`src/design/shma_pkg.sv`:
```
// ----------------------------------------------------------------------------
// Sample history package
// Shared constants and controller/datapath interface types.
// ----------------------------------------------------------------------------
`timescale 1ns / 1ps

package shma_pkg;

    // Register and field widths fixed by the register map
    localparam int CFG_BITS       = 7;
    localparam int IDX_BITS       = 7;
    localparam int CFG_INDEX_BITS = 2;

    // Register indexes
    localparam logic [CFG_INDEX_BITS-1:0] CFG_HISTORY_LENGTH = 2'd0;
    localparam logic [CFG_INDEX_BITS-1:0] CFG_AVG_WINDOW     = 2'd1;

    // Register reset values
    localparam logic [CFG_BITS-1:0] HIST_LEN_RESET = 7'd64;
    localparam logic [CFG_BITS-1:0] AVG_WIN_RESET  = 7'd2;

    // A zero window acts as this window
    localparam logic [CFG_BITS-1:0] WIN_DEFAULT = 7'd2;

    // Operation codes
    localparam logic OP_ADD  = 1'b0;
    localparam logic OP_READ = 1'b1;

    typedef struct packed {
        logic capture;
        logic add_commit;
        logic rd_issue;
        logic div_load;
        logic div_step;
        logic out_load;
    } ctrl_cmd_t;

    typedef struct packed {
        logic op_read;
        logic empty;
        logic last_issue;
        logic div_done;
        logic out_free;
    } ctrl_status_t;

endpackage

```
`src/design/shma_ram.sv`:
```
// ----------------------------------------------------------------------------
// Generic single-port-write RAM
// One write port and one read port with registered read data.
// ----------------------------------------------------------------------------
`timescale 1ns / 1ps

module shma_ram #(
    parameter int WIDTH = 32,
    parameter int DEPTH = 64,
    localparam int AW = (DEPTH > 1) ? $clog2(DEPTH) : 1
) (
    input  logic             clk,
    input  logic             we,
    input  logic [AW-1:0]    waddr,
    input  logic [WIDTH-1:0] wdata,
    input  logic             re,
    input  logic [AW-1:0]    raddr,
    output logic [WIDTH-1:0] rdata
);

    logic [WIDTH-1:0] mem [DEPTH];

    always_ff @(posedge clk)
    begin
        if (we)
        begin
            mem[waddr] <= wdata;
        end
        if (re)
        begin
            rdata <= mem[raddr];
        end
    end

endmodule

```
`src/design/shma_ctrl.sv`:
```
// ----------------------------------------------------------------------------
// Sample history controller
// Sequences add, history walk, division and result transfer.
// ----------------------------------------------------------------------------
`timescale 1ns / 1ps

module shma_ctrl (
    input  logic                   clk,
    input  logic                   rst_n,
    input  logic                   in_valid,
    output logic                   in_ready,
    output shma_pkg::ctrl_cmd_t    cmd,
    input  shma_pkg::ctrl_status_t status
);

    typedef enum logic [2:0] {
        S_IDLE,
        S_DECODE,
        S_ADD,
        S_RD_ISSUE,
        S_RD_DRAIN,
        S_DIV_LOAD,
        S_DIV_RUN,
        S_FINISH
    } state_t;

    state_t state_reg;
    state_t state_next;

    always_comb
    begin
        state_next = state_reg;
        cmd        = '0;
        in_ready   = 1'b0;
        unique case (state_reg)
            S_IDLE:
            begin
                in_ready    = 1'b1;
                cmd.capture = in_valid;
                if (in_valid)
                begin
                    state_next = S_DECODE;
                end
            end
            S_DECODE:
            begin
                priority if (!status.op_read)
                begin
                    state_next = S_ADD;
                end
                else if (status.empty)
                begin
                    state_next = S_FINISH;
                end
                else
                begin
                    state_next = S_RD_ISSUE;
                end
            end
            S_ADD:
            begin
                cmd.add_commit = 1'b1;
                state_next     = S_FINISH;
            end
            S_RD_ISSUE:
            begin
                cmd.rd_issue = 1'b1;
                if (status.last_issue)
                begin
                    state_next = S_RD_DRAIN;
                end
            end
            S_RD_DRAIN:
            begin
                // last read data lands in the accumulator here
                state_next = S_DIV_LOAD;
            end
            S_DIV_LOAD:
            begin
                cmd.div_load = 1'b1;
                state_next   = S_DIV_RUN;
            end
            S_DIV_RUN:
            begin
                if (status.div_done)
                begin
                    state_next = S_FINISH;
                end
                else
                begin
                    cmd.div_step = 1'b1;
                end
            end
            S_FINISH:
            begin
                if (status.out_free)
                begin
                    cmd.out_load = 1'b1;
                    state_next   = S_IDLE;
                end
            end
            default:
            begin
                state_next = S_IDLE;
            end
        endcase
    end

    always_ff @(posedge clk or negedge rst_n)
    begin
        if (!rst_n)
        begin
            state_reg <= S_IDLE;
        end
        else
        begin
            state_reg <= state_next;
        end
    end

endmodule

```
`src/design/shma_dp.sv`:
```
// ----------------------------------------------------------------------------
// Sample history datapath
// Pointers, bounds, history RAM, window accumulator, divider, output register.
// ----------------------------------------------------------------------------
`timescale 1ns / 1ps

module shma_dp #(
    parameter int DEPTH       = 64,
    parameter int SAMPLE_BITS = 32,
    localparam int CW = $clog2(DEPTH + 1)
) (
    input  logic                                  clk,
    input  logic                                  rst_n,
    input  logic                                  cfg_valid,
    input  logic [shma_pkg::CFG_INDEX_BITS-1:0]   cfg_index,
    input  logic [shma_pkg::CFG_BITS-1:0]         cfg_data,
    input  logic                                  op,
    input  logic signed [SAMPLE_BITS-1:0]         sample,
    input  logic [shma_pkg::IDX_BITS-1:0]         read_index,
    output logic                                  out_valid,
    input  logic                                  out_ready,
    output logic signed [SAMPLE_BITS-1:0]         value,
    output logic signed [SAMPLE_BITS-1:0]         moving_avg,
    output logic signed [SAMPLE_BITS-1:0]         upper_bound,
    output logic signed [SAMPLE_BITS-1:0]         lower_bound,
    output logic [CW-1:0]                         count,
    output logic                                  empty_res,
    input  shma_pkg::ctrl_cmd_t                   cmd,
    output shma_pkg::ctrl_status_t                status
);

    localparam int SB   = SAMPLE_BITS;
    localparam int AW   = (DEPTH > 1) ? $clog2(DEPTH) : 1;
    localparam int WB   = shma_pkg::CFG_BITS;
    localparam int IW   = shma_pkg::IDX_BITS;
    localparam int PW   = (IW > CW) ? IW : CW;
    localparam int XW   = ((PW > WB) ? PW : WB) + 1;
    localparam int SUMW = SB + WB;
    localparam int DCW  = $clog2(SUMW + 1);
    localparam logic [AW:0]     DEPTH_A = (AW + 1)'(DEPTH);
    localparam logic [AW-1:0]   PTR_LAST = AW'(DEPTH - 1);
    localparam logic [XW-1:0]   DEPTH_X = XW'(DEPTH);

    function automatic logic [AW-1:0] wrap_add(input logic [AW-1:0] a,
                                               input logic [AW-1:0] b);
        logic [AW:0] s;
        s = {1'b0, a} + {1'b0, b};
        if (s >= DEPTH_A)
        begin
            s = s - DEPTH_A;
        end
        return s[AW-1:0];
    endfunction

    // Configuration
    logic [WB-1:0] hist_len_reg;
    logic [WB-1:0] avg_win_reg;

    // History state
    logic [AW-1:0]        oldest_ptr_reg;
    logic [CW-1:0]        held_count_reg;
    logic signed [SB-1:0] max_reg;
    logic signed [SB-1:0] min_reg;

    // Item registers
    logic                 empty_reg;
    logic                 op_read_reg;
    logic signed [SB-1:0] sample_reg;
    logic [CW-1:0]        pos_reg;
    logic [WB-1:0]        win_reg;
    logic                 need_avg_reg;
    logic [CW-1:0]        walk_pos_reg;
    logic [WB-1:0]        issue_left_reg;
    logic                 first_reg;
    logic                 pend_reg;
    logic                 pend_first_reg;
    logic signed [SB-1:0] val_reg;
    logic signed [SUMW-1:0] sum_reg;

    // Divider
    logic [SUMW-1:0] dq_reg;
    logic [WB-1:0]   rem_reg;
    logic [DCW-1:0]  div_cnt_reg;
    logic            neg_reg;

    // Output register
    logic                 out_valid_reg;
    logic signed [SB-1:0] value_reg;
    logic signed [SB-1:0] avg_reg;
    logic signed [SB-1:0] upper_reg;
    logic signed [SB-1:0] lower_reg;
    logic [CW-1:0]        count_reg;
    logic                 empty_res_reg;

    // RAM
    logic [AW-1:0] waddr;
    logic [AW-1:0] raddr;
    logic [SB-1:0] rdata;

    // Add path
    logic [XW-1:0] held_x;
    logic [XW-1:0] hist_x;
    logic [XW-1:0] eff_len_x;
    logic          evict;
    logic [AW-1:0] ptr_inc;
    logic [AW-1:0] new_oldest;
    logic [CW-1:0] new_base;
    logic [CW-1:0] new_held;

    // Read setup
    logic [XW-1:0] ridx_x;
    logic [CW-1:0] pos_c;
    logic [WB-1:0] win_eff;
    logic          need_avg_c;
    logic [CW-1:0] p0;

    // Divider step
    logic [WB:0]     rem_sh;
    logic            q_bit;
    logic [WB:0]     rem_sub;
    logic [SUMW-1:0] sum_mag;
    logic [SUMW-1:0] avg_full;

    always_comb
    begin
        held_x = XW'(held_count_reg);
        hist_x = XW'(hist_len_reg);
        priority if (hist_len_reg == '0)
        begin
            eff_len_x = XW'(1);
        end
        else if (hist_x > DEPTH_X)
        begin
            eff_len_x = DEPTH_X;
        end
        else
        begin
            eff_len_x = hist_x;
        end
        evict      = (held_x >= eff_len_x) && (held_count_reg != '0);
        ptr_inc    = (oldest_ptr_reg == PTR_LAST) ? '0 : oldest_ptr_reg + AW'(1);
        new_oldest = evict ? ptr_inc : oldest_ptr_reg;
        new_base   = evict ? held_count_reg - CW'(1) : held_count_reg;
        new_held   = new_base + CW'(1);
        waddr      = wrap_add(new_oldest, new_base[AW-1:0]);
    end

    always_comb
    begin
        ridx_x     = XW'(read_index);
        pos_c      = (ridx_x > held_x) ? held_count_reg : CW'(ridx_x);
        win_eff    = (avg_win_reg == '0) ? shma_pkg::WIN_DEFAULT : avg_win_reg;
        need_avg_c = (XW'(pos_c) + XW'(1)) >= XW'(win_eff);
        p0         = (pos_c == held_count_reg) ? held_count_reg - CW'(1) : pos_c;
    end

    assign raddr = wrap_add(oldest_ptr_reg, walk_pos_reg[AW-1:0]);

    always_comb
    begin
        rem_sh   = {rem_reg, dq_reg[SUMW-1]};
        q_bit    = rem_sh >= {1'b0, win_reg};
        rem_sub  = rem_sh - {1'b0, win_reg};
        sum_mag  = sum_reg[SUMW-1] ? SUMW'(-sum_reg) : SUMW'(sum_reg);
        avg_full = neg_reg ? (~dq_reg + SUMW'(1)) : dq_reg;
    end

    shma_ram #(
        .WIDTH (SB),
        .DEPTH (DEPTH)
    ) u_hist_ram (
        .clk   (clk),
        .we    (cmd.add_commit),
        .waddr (waddr),
        .wdata (sample_reg),
        .re    (cmd.rd_issue),
        .raddr (raddr),
        .rdata (rdata)
    );

    // Control state
    always_ff @(posedge clk or negedge rst_n)
    begin
        if (!rst_n)
        begin
            hist_len_reg   <= shma_pkg::HIST_LEN_RESET;
            avg_win_reg    <= shma_pkg::AVG_WIN_RESET;
            oldest_ptr_reg <= '0;
            held_count_reg <= '0;
            max_reg        <= '0;
            min_reg        <= '0;
            pend_reg       <= 1'b0;
            pend_first_reg <= 1'b0;
            div_cnt_reg    <= '0;
            out_valid_reg  <= 1'b0;
        end
        else
        begin
            if (cfg_valid)
            begin
                if (cfg_index == shma_pkg::CFG_HISTORY_LENGTH)
                begin
                    hist_len_reg <= cfg_data;
                end
                else if (cfg_index == shma_pkg::CFG_AVG_WINDOW)
                begin
                    avg_win_reg <= cfg_data;
                end
            end

            if (cmd.add_commit)
            begin
                oldest_ptr_reg <= new_oldest;
                held_count_reg <= new_held;
                // first sample in the history sets both bounds
                if (new_held == CW'(1))
                begin
                    max_reg <= sample_reg;
                    min_reg <= sample_reg;
                end
                else
                begin
                    if (max_reg < sample_reg)
                    begin
                        max_reg <= sample_reg;
                    end
                    if (sample_reg < min_reg)
                    begin
                        min_reg <= sample_reg;
                    end
                end
            end

            pend_reg       <= cmd.rd_issue;
            pend_first_reg <= cmd.rd_issue && first_reg;

            if (cmd.div_load)
            begin
                div_cnt_reg <= DCW'(SUMW);
            end
            else if (cmd.div_step)
            begin
                div_cnt_reg <= div_cnt_reg - DCW'(1);
            end

            if (cmd.out_load)
            begin
                out_valid_reg <= 1'b1;
            end
            else if (out_ready)
            begin
                out_valid_reg <= 1'b0;
            end
        end
    end

    // Item payload, accumulator and divider
    always_ff @(posedge clk)
    begin
        if (cmd.capture)
        begin
            op_read_reg    <= (op == shma_pkg::OP_READ);
            empty_reg      <= (op == shma_pkg::OP_READ) && (held_count_reg == '0);
            sample_reg     <= sample;
            pos_reg        <= pos_c;
            win_reg        <= win_eff;
            need_avg_reg   <= need_avg_c;
            walk_pos_reg   <= p0;
            issue_left_reg <= need_avg_c ? win_eff - WB'(1) : '0;
            first_reg      <= 1'b1;
            val_reg        <= (op == shma_pkg::OP_ADD) ? sample : '0;
            sum_reg        <= '0;
            dq_reg         <= '0;
            neg_reg        <= 1'b0;
        end

        if (cmd.rd_issue)
        begin
            // after the first read, walk down from position - 1
            walk_pos_reg   <= (first_reg ? pos_reg : walk_pos_reg) - CW'(1);
            first_reg      <= 1'b0;
            issue_left_reg <= issue_left_reg - WB'(1);
        end

        if (pend_reg)
        begin
            sum_reg <= sum_reg + SUMW'(signed'(rdata));
            if (pend_first_reg)
            begin
                val_reg <= rdata;
            end
        end

        if (cmd.div_load)
        begin
            neg_reg <= sum_reg[SUMW-1] && need_avg_reg;
            dq_reg  <= need_avg_reg ? sum_mag : '0;
            rem_reg <= '0;
        end
        else if (cmd.div_step)
        begin
            rem_reg <= q_bit ? rem_sub[WB-1:0] : rem_sh[WB-1:0];
            dq_reg  <= {dq_reg[SUMW-2:0], q_bit};
        end

        if (cmd.out_load)
        begin
            value_reg     <= val_reg;
            avg_reg       <= avg_full[SB-1:0];
            upper_reg     <= max_reg;
            lower_reg     <= min_reg;
            count_reg     <= held_count_reg;
            empty_res_reg <= empty_reg;
        end
    end

    always_comb
    begin
        status.op_read    = op_read_reg;
        status.empty      = empty_reg;
        status.last_issue = (issue_left_reg == '0);
        status.div_done   = (div_cnt_reg == '0);
        status.out_free   = !out_valid_reg || out_ready;
    end

    assign out_valid   = out_valid_reg;
    assign value       = value_reg;
    assign moving_avg  = avg_reg;
    assign upper_bound = upper_reg;
    assign lower_bound = lower_reg;
    assign count       = count_reg;
    assign empty_res   = empty_res_reg;

endmodule

```
`src/design/sample_history_moving_average_top.sv`:
```
// ----------------------------------------------------------------------------
// Sample history with moving average
// Add and empty read skip the history walk. A read makes W history RAM
// reads at one per cycle (W is the window, or 1 when the position is too
// early for it), then runs a one-bit-per-cycle divider. One item at a time.
// Reset clears the history, pointers and bounds and restores register defaults.
// ----------------------------------------------------------------------------
`timescale 1ns / 1ps

module sample_history_moving_average_top #(
    parameter int DEPTH       = 64,
    parameter int SAMPLE_BITS = 32
) (
    input  logic                                clk,
    input  logic                                rst_n,
    input  logic                                cfg_valid,
    output logic                                cfg_ready,
    input  logic [shma_pkg::CFG_INDEX_BITS-1:0] cfg_index,
    input  logic [shma_pkg::CFG_BITS-1:0]       cfg_data,
    input  logic                                in_valid,
    output logic                                in_ready,
    input  logic                                op,
    input  logic signed [SAMPLE_BITS-1:0]       sample,
    input  logic [shma_pkg::IDX_BITS-1:0]       read_index,
    output logic                                out_valid,
    input  logic                                out_ready,
    output logic signed [SAMPLE_BITS-1:0]       value,
    output logic signed [SAMPLE_BITS-1:0]       moving_avg,
    output logic signed [SAMPLE_BITS-1:0]       upper_bound,
    output logic signed [SAMPLE_BITS-1:0]       lower_bound,
    output logic [$clog2(DEPTH + 1)-1:0]        count,
    output logic                                empty_res
);

    shma_pkg::ctrl_cmd_t    cmd;
    shma_pkg::ctrl_status_t status;

    // register writes take effect in the next cycle
    assign cfg_ready = 1'b1;

    shma_ctrl u_ctrl (
        .clk      (clk),
        .rst_n    (rst_n),
        .in_valid (in_valid),
        .in_ready (in_ready),
        .cmd      (cmd),
        .status   (status)
    );

    shma_dp #(
        .DEPTH       (DEPTH),
        .SAMPLE_BITS (SAMPLE_BITS)
    ) u_dp (
        .clk         (clk),
        .rst_n       (rst_n),
        .cfg_valid   (cfg_valid),
        .cfg_index   (cfg_index),
        .cfg_data    (cfg_data),
        .op          (op),
        .sample      (sample),
        .read_index  (read_index),
        .out_valid   (out_valid),
        .out_ready   (out_ready),
        .value       (value),
        .moving_avg  (moving_avg),
        .upper_bound (upper_bound),
        .lower_bound (lower_bound),
        .count       (count),
        .empty_res   (empty_res),
        .cmd         (cmd),
        .status      (status)
    );

endmodule
```
`config.mk`:
```
export PLATFORM = sky130hd
export DESIGN_NAME = sample_history_moving_average_top
export DESIGN_NICKNAME = d
export VERILOG_FILES = /design/src/design/shma_pkg.sv /design/src/design/shma_ram.sv /design/src/design/shma_ctrl.sv /design/src/design/shma_dp.sv /design/src/design/sample_history_moving_average_top.sv
export SDC_FILE = /design/constraint.sdc
export NUM_CORES = 2
export LEC_CHECK = 0
export ABC_AREA = 1
export BUFFER_PORTS_ARGS = -buffer_cell sky130_fd_sc_hd__buf_2
export CORE_MARGIN = 1
export CORE_UTILIZATION = 30
export CTS_BUF_LIST = sky130_fd_sc_hd__clkbuf_8
export DETAILED_ROUTE_END_ITERATION = 10
export HOLD_SLACK_MARGIN = 0.08
export PLACE_DENSITY = 0.47
export REMOVE_ABC_BUFFERS = 1
export SYNTH_ARGS = -nofsm -noshare
export SYNTH_HDL_FRONTEND = slang
export SYNTH_SLANG_ARGS = --single-unit
```
`constraint.sdc`:
```
create_clock -name clk -period 7.6 [get_ports clk]
set_input_delay 1.52 -clock clk [delete_from_list [all_inputs] [get_ports clk]]
set_output_delay 1.52 -clock clk [all_outputs]
set_load 0.02 [all_outputs]
```
==> impl_metrics.env <==
export IMPL_mostFrequentLayoutCells="sky130_fd_sc_hd__edfxtp_1, sky130_fd_sc_hd__nor2_1, sky130_fd_sc_hd__o21ai_0"
export IMPL_worst_path_max_fanout=22
export IMPL_clkLatencyLatePin_ns=1.15
export IMPL_fillCellCount=34331
export IMPL_synthToLayoutAreaGrowth_pct=14.5
export IMPL_relSlewSlack=-0.00748
export IMPL_ctsHoldBuffers=0
export IMPL_grt_pass1_wl_um=502000
export IMPL_synth_seq_area_share=0.703
export IMPL_dieWidth_um=595
export IMPL_grt_setup_unrepaired="false"
export IMPL_syn_avg_cell_area_um2=12.2
export IMPL_detailedPlacementHpwl_um=228000
export IMPL_vias=71171
export IMPL_fraction_of_registers_with_async_set_or_reset_after_synthesis=0.0412
export IMPL_clkSlewWorstSetupHoldPaths_ns=0.06
export IMPL_setup_violations=0
export IMPL_wl_final_um=355000
export IMPL_yosys_cell_types_count=59
export IMPL_final_max_slew_violation_count=1
export IMPL_placed_area_um2=113000
export IMPL_final_period_minus_worst_setup_slack_ns=6.27
export IMPL_seq_area_um2=74100
export IMPL_route_antenna_remaining_nets=0
export IMPL_final_common_cell="sky130_fd_sc_hd__edfxtp_1"
export IMPL_timing_final_ws_setup_ns=1.33
export IMPL_cts_resized=0
export IMPL_cts_buffers_inserted=429
export IMPL_clockRootBuffer="sky130_fd_sc_hd__clkbuf_8"
export IMPL_number_of_synthesized_flops_with_an_enable_pin=2356
export IMPL_clock_tree_from_tritoncts="built"
export IMPL_fp_row_count=217
export IMPL_post_cts_setup_buffers=0
export IMPL_grt_start_max_net_pins=162
export IMPL_clockPowerShare=0.438
export IMPL_hold_slack_ns=0.425
export IMPL_drt_drc_violations_left=0
export IMPL_cts_sinks=2499
export IMPL_die_h_um=595
export IMPL_route_detailed_wl_per_inst_um=25.5
export IMPL_largest_register_ffs=2048
export IMPL_cp_class="flip-flop to flip-flop"
export IMPL_yosys_warnings=0
export IMPL_cp_arrival_ns=7.04
export IMPL_cap_violations=1
export IMPL_multi_input_comb_area_um2=27900
export IMPL_post_synth_instance_area_um2=105000
export IMPL_grt_antenna_before_repair=37
export IMPL_fin_skew_ns=0.140
export IMPL_first_iter_violations=7763
export IMPL_cts_max_path_buffers=4
export IMPL_timing_reg2reg_setup_slack_ns=1.33
export IMPL_combinationalPowerShare=0.006
export IMPL_critical_path_capture_point_type="flip-flop"
export IMPL_syn_instance_count=8616
export IMPL_grtUsageTotal=0.193
export IMPL_via_per_inst=5.11
export IMPL_total_power_per_unit_cell_area_nw_per_um2=222
export IMPL_placement_io_buffers=191
export IMPL_globalRoute_totalOverflow=0
export IMPL_violations_in_the_final_reports="max-capacitance violations, max-slew violations"
export IMPL_number_of_global_route_vias_before_repair=68714
export IMPL_core_um2=349000
export IMPL_hold_path_class="input pin to asynchronous set/reset pin"
export IMPL_ys_seq_elements=2499
export IMPL_timing_critical_path_from_type="flip-flop"
export IMPL_net_switching_power_mw=5.91
export IMPL_initial_core_util=0.302
export IMPL_cell_int_power_mw=20.8
export IMPL_worstMarginPinSlew_ns=1.50
export IMPL_outcome="complete, but fails checks"
export IMPL_layout_worst_path_cycle_share=0.825
export IMPL_dpl_worst_slack_ns=1.30
export IMPL_peakVddDrop_mv=0.137
export IMPL_sequentialPowerShare=0.556
export IMPL_layout_core_utilization=0.345
export IMPL_gp_congestion=0.890
export IMPL_report_final_hold_viol_count=0
export IMPL_synth_top_flop_cell="sky130_fd_sc_hd__edfxtp_1"
export IMPL_i_o_pin_count=193
export IMPL_drt_pre_antenna_iters=6
export IMPL_fmaxAchievable_mhz=160
export IMPL_crit_required_ns=8.38
export IMPL_setup_total_neg_slack_ns=0
export IMPL_layout_drive_gt1_share=0.120
export IMPL_fp_dieArea_um2=354000
export IMPL_nNetsFinal=9176
export IMPL_layout_cell_area_non_filler_um2=121000
export IMPL_cts_max_level=5
export IMPL_power_share_switching=0.221
export IMPL_p_leak_nw=42.0
==> power groups by stage <==
stage / Sequential, mW / Combinational (mW) / Clock [mW]
6_report: 14.9 / 0.152 / 11.7
5_1_grt: 14.9 / 0.172 / 12.5
4_1_cts: 14.9 / 0.154 / 12.0
3_5_place_dp: 15.2 / 0.153 / 0
3_3_place_gp: 15.2 / 0.158 / 0
2_1_floorplan: 15.1 / 0.0787 / 0
==> through the flow <==
stage	std cells	total power, mW
floorplan	8119	15.2
global placement	13129	15.3
detailed placement	13129	15.3
CTS	13914	27.0
global route	13916	27.6
finish	13925	26.7
==> cells by family after synthesis <==
logic type	Yosys count	share of synthesized area
DFF	2499	0.703
other	1	0.0000356
and+or+nand+nor	2816	0.105
muxes	165	0.0164
xor gates and xnor gates	72	0.00606
AOI/OAI and AO/OA	1897	0.112
adders and majority gates	161	0.0194
buffers and inverters	1005	0.0374
==> worst max-delay path, cell delays in order (launching register included) <==
cell,delay [ns]
sky130_fd_sc_hd__dfrtp_1,0.40
sky130_fd_sc_hd__nor4_1,0.32
sky130_fd_sc_hd__nand2_1,0.11
sky130_fd_sc_hd__nand2_1,0.09
sky130_fd_sc_hd__nand2_1,0.07
sky130_fd_sc_hd__ha_1,0.27
sky130_fd_sc_hd__nand2_1,0.09
sky130_fd_sc_hd__inv_1,0.04
sky130_fd_sc_hd__a21oi_1,0.17
sky130_fd_sc_hd__nand2_2,0.17
sky130_fd_sc_hd__nand2_4,0.20
sky130_fd_sc_hd__inv_2,0.10
sky130_fd_sc_hd__o21ai_0,0.23
sky130_fd_sc_hd__ha_1,0.19
sky130_fd_sc_hd__inv_1,0.07
sky130_fd_sc_hd__fa_1,0.45
sky130_fd_sc_hd__o21ai_0,0.45
sky130_fd_sc_hd__xor2_1,0.60
sky130_fd_sc_hd__nand4_2,0.69
sky130_fd_sc_hd__nor2_4,0.90
sky130_fd_sc_hd__buf_4,0.31
==> worst paths after layout <==
kind | start | to | cells past startpoint
max in group asynchronous | rst_n | u_dp.min_reg[2] | 2
max reg2reg | u_dp.hist_len_reg[3] | u_dp.u_hist_ram.mem[55][19] | 20
min in group clk | u_dp.val_reg[2] | u_dp.value[2] | 0
min | rst_n | u_dp.avg_win_reg[5] | 1
max | u_dp.hist_len_reg[3] | u_dp.u_hist_ram.mem[55][19] | 20
min reg2reg | u_dp.val_reg[2] | u_dp.value[2] | 0
==> synthesized netlist by cell type (8+ instances only) <==
cell type                  number  share of area
sky130_fd_sc_hd__nor2_1      1846          0.066
sky130_fd_sc_hd__nand4_1       28         0.0017
sky130_fd_sc_hd__buf_4         10        0.00071
sky130_fd_sc_hd__o22a_1        64         0.0053
sky130_fd_sc_hd__o22ai_1       79         0.0047
sky130_fd_sc_hd__o21ai_0     1012          0.048
sky130_fd_sc_hd__a21oi_1      186         0.0088
sky130_fd_sc_hd__nand3_1      167         0.0079
sky130_fd_sc_hd__xor2_1        60         0.0050
sky130_fd_sc_hd__mux2_2        64         0.0068
sky130_fd_sc_hd__mux2i_1      101         0.0096
sky130_fd_sc_hd__xnor2_1       11        0.00091
sky130_fd_sc_hd__a31oi_1       19         0.0011
sky130_fd_sc_hd__buf_1         33         0.0012
sky130_fd_sc_hd__dfxtp_1       40         0.0076
sky130_fd_sc_hd__nand4_2        8        0.00095
sky130_fd_sc_hd__inv_1        499          0.018
sky130_fd_sc_hd__edfxtp_1    2356           0.67
sky130_fd_sc_hd__a221oi_1      31         0.0026
sky130_fd_sc_hd__o21a_1        10        0.00071
sky130_fd_sc_hd__nor3_1        31         0.0015
sky130_fd_sc_hd__nor4_1        12        0.00071
sky130_fd_sc_hd__ha_1         157          0.019
sky130_fd_sc_hd__buf_2         61         0.0029
sky130_fd_sc_hd__dfrtp_1      101          0.024
sky130_fd_sc_hd__o211ai_1       8        0.00057
sky130_fd_sc_hd__o32ai_1      451          0.037
sky130_fd_sc_hd__nand2_1      697          0.025
sky130_fd_sc_hd__clkbuf_1     386          0.014
==> per-layer routing <==
layer | global-route usage | vias to the layer above | share of wire
li1 | - | 32086 | -
met1 | 0.274 | 36011 | 0.45
met2 | 0.302 | 2521 | 0.45
met3 | 0.0316 | 545 | 0.070
met4 | 0.0610 | 8 | 0.032
met5 | 0 | - | 0.00015
==> cell type report <==
class	instances	area share
Tap cell	4599	0.0477
Clock inverter	346	0.0166
Clock buffer	439	0.0501
Sequential cell	2499	0.614
Inverter	508	0.0159
Timing Repair Buffer	411	0.0239
Antenna cell	11	0.000228
Multi-Input combinational cell	5112	0.231
(Power assumes the default switching activity.)
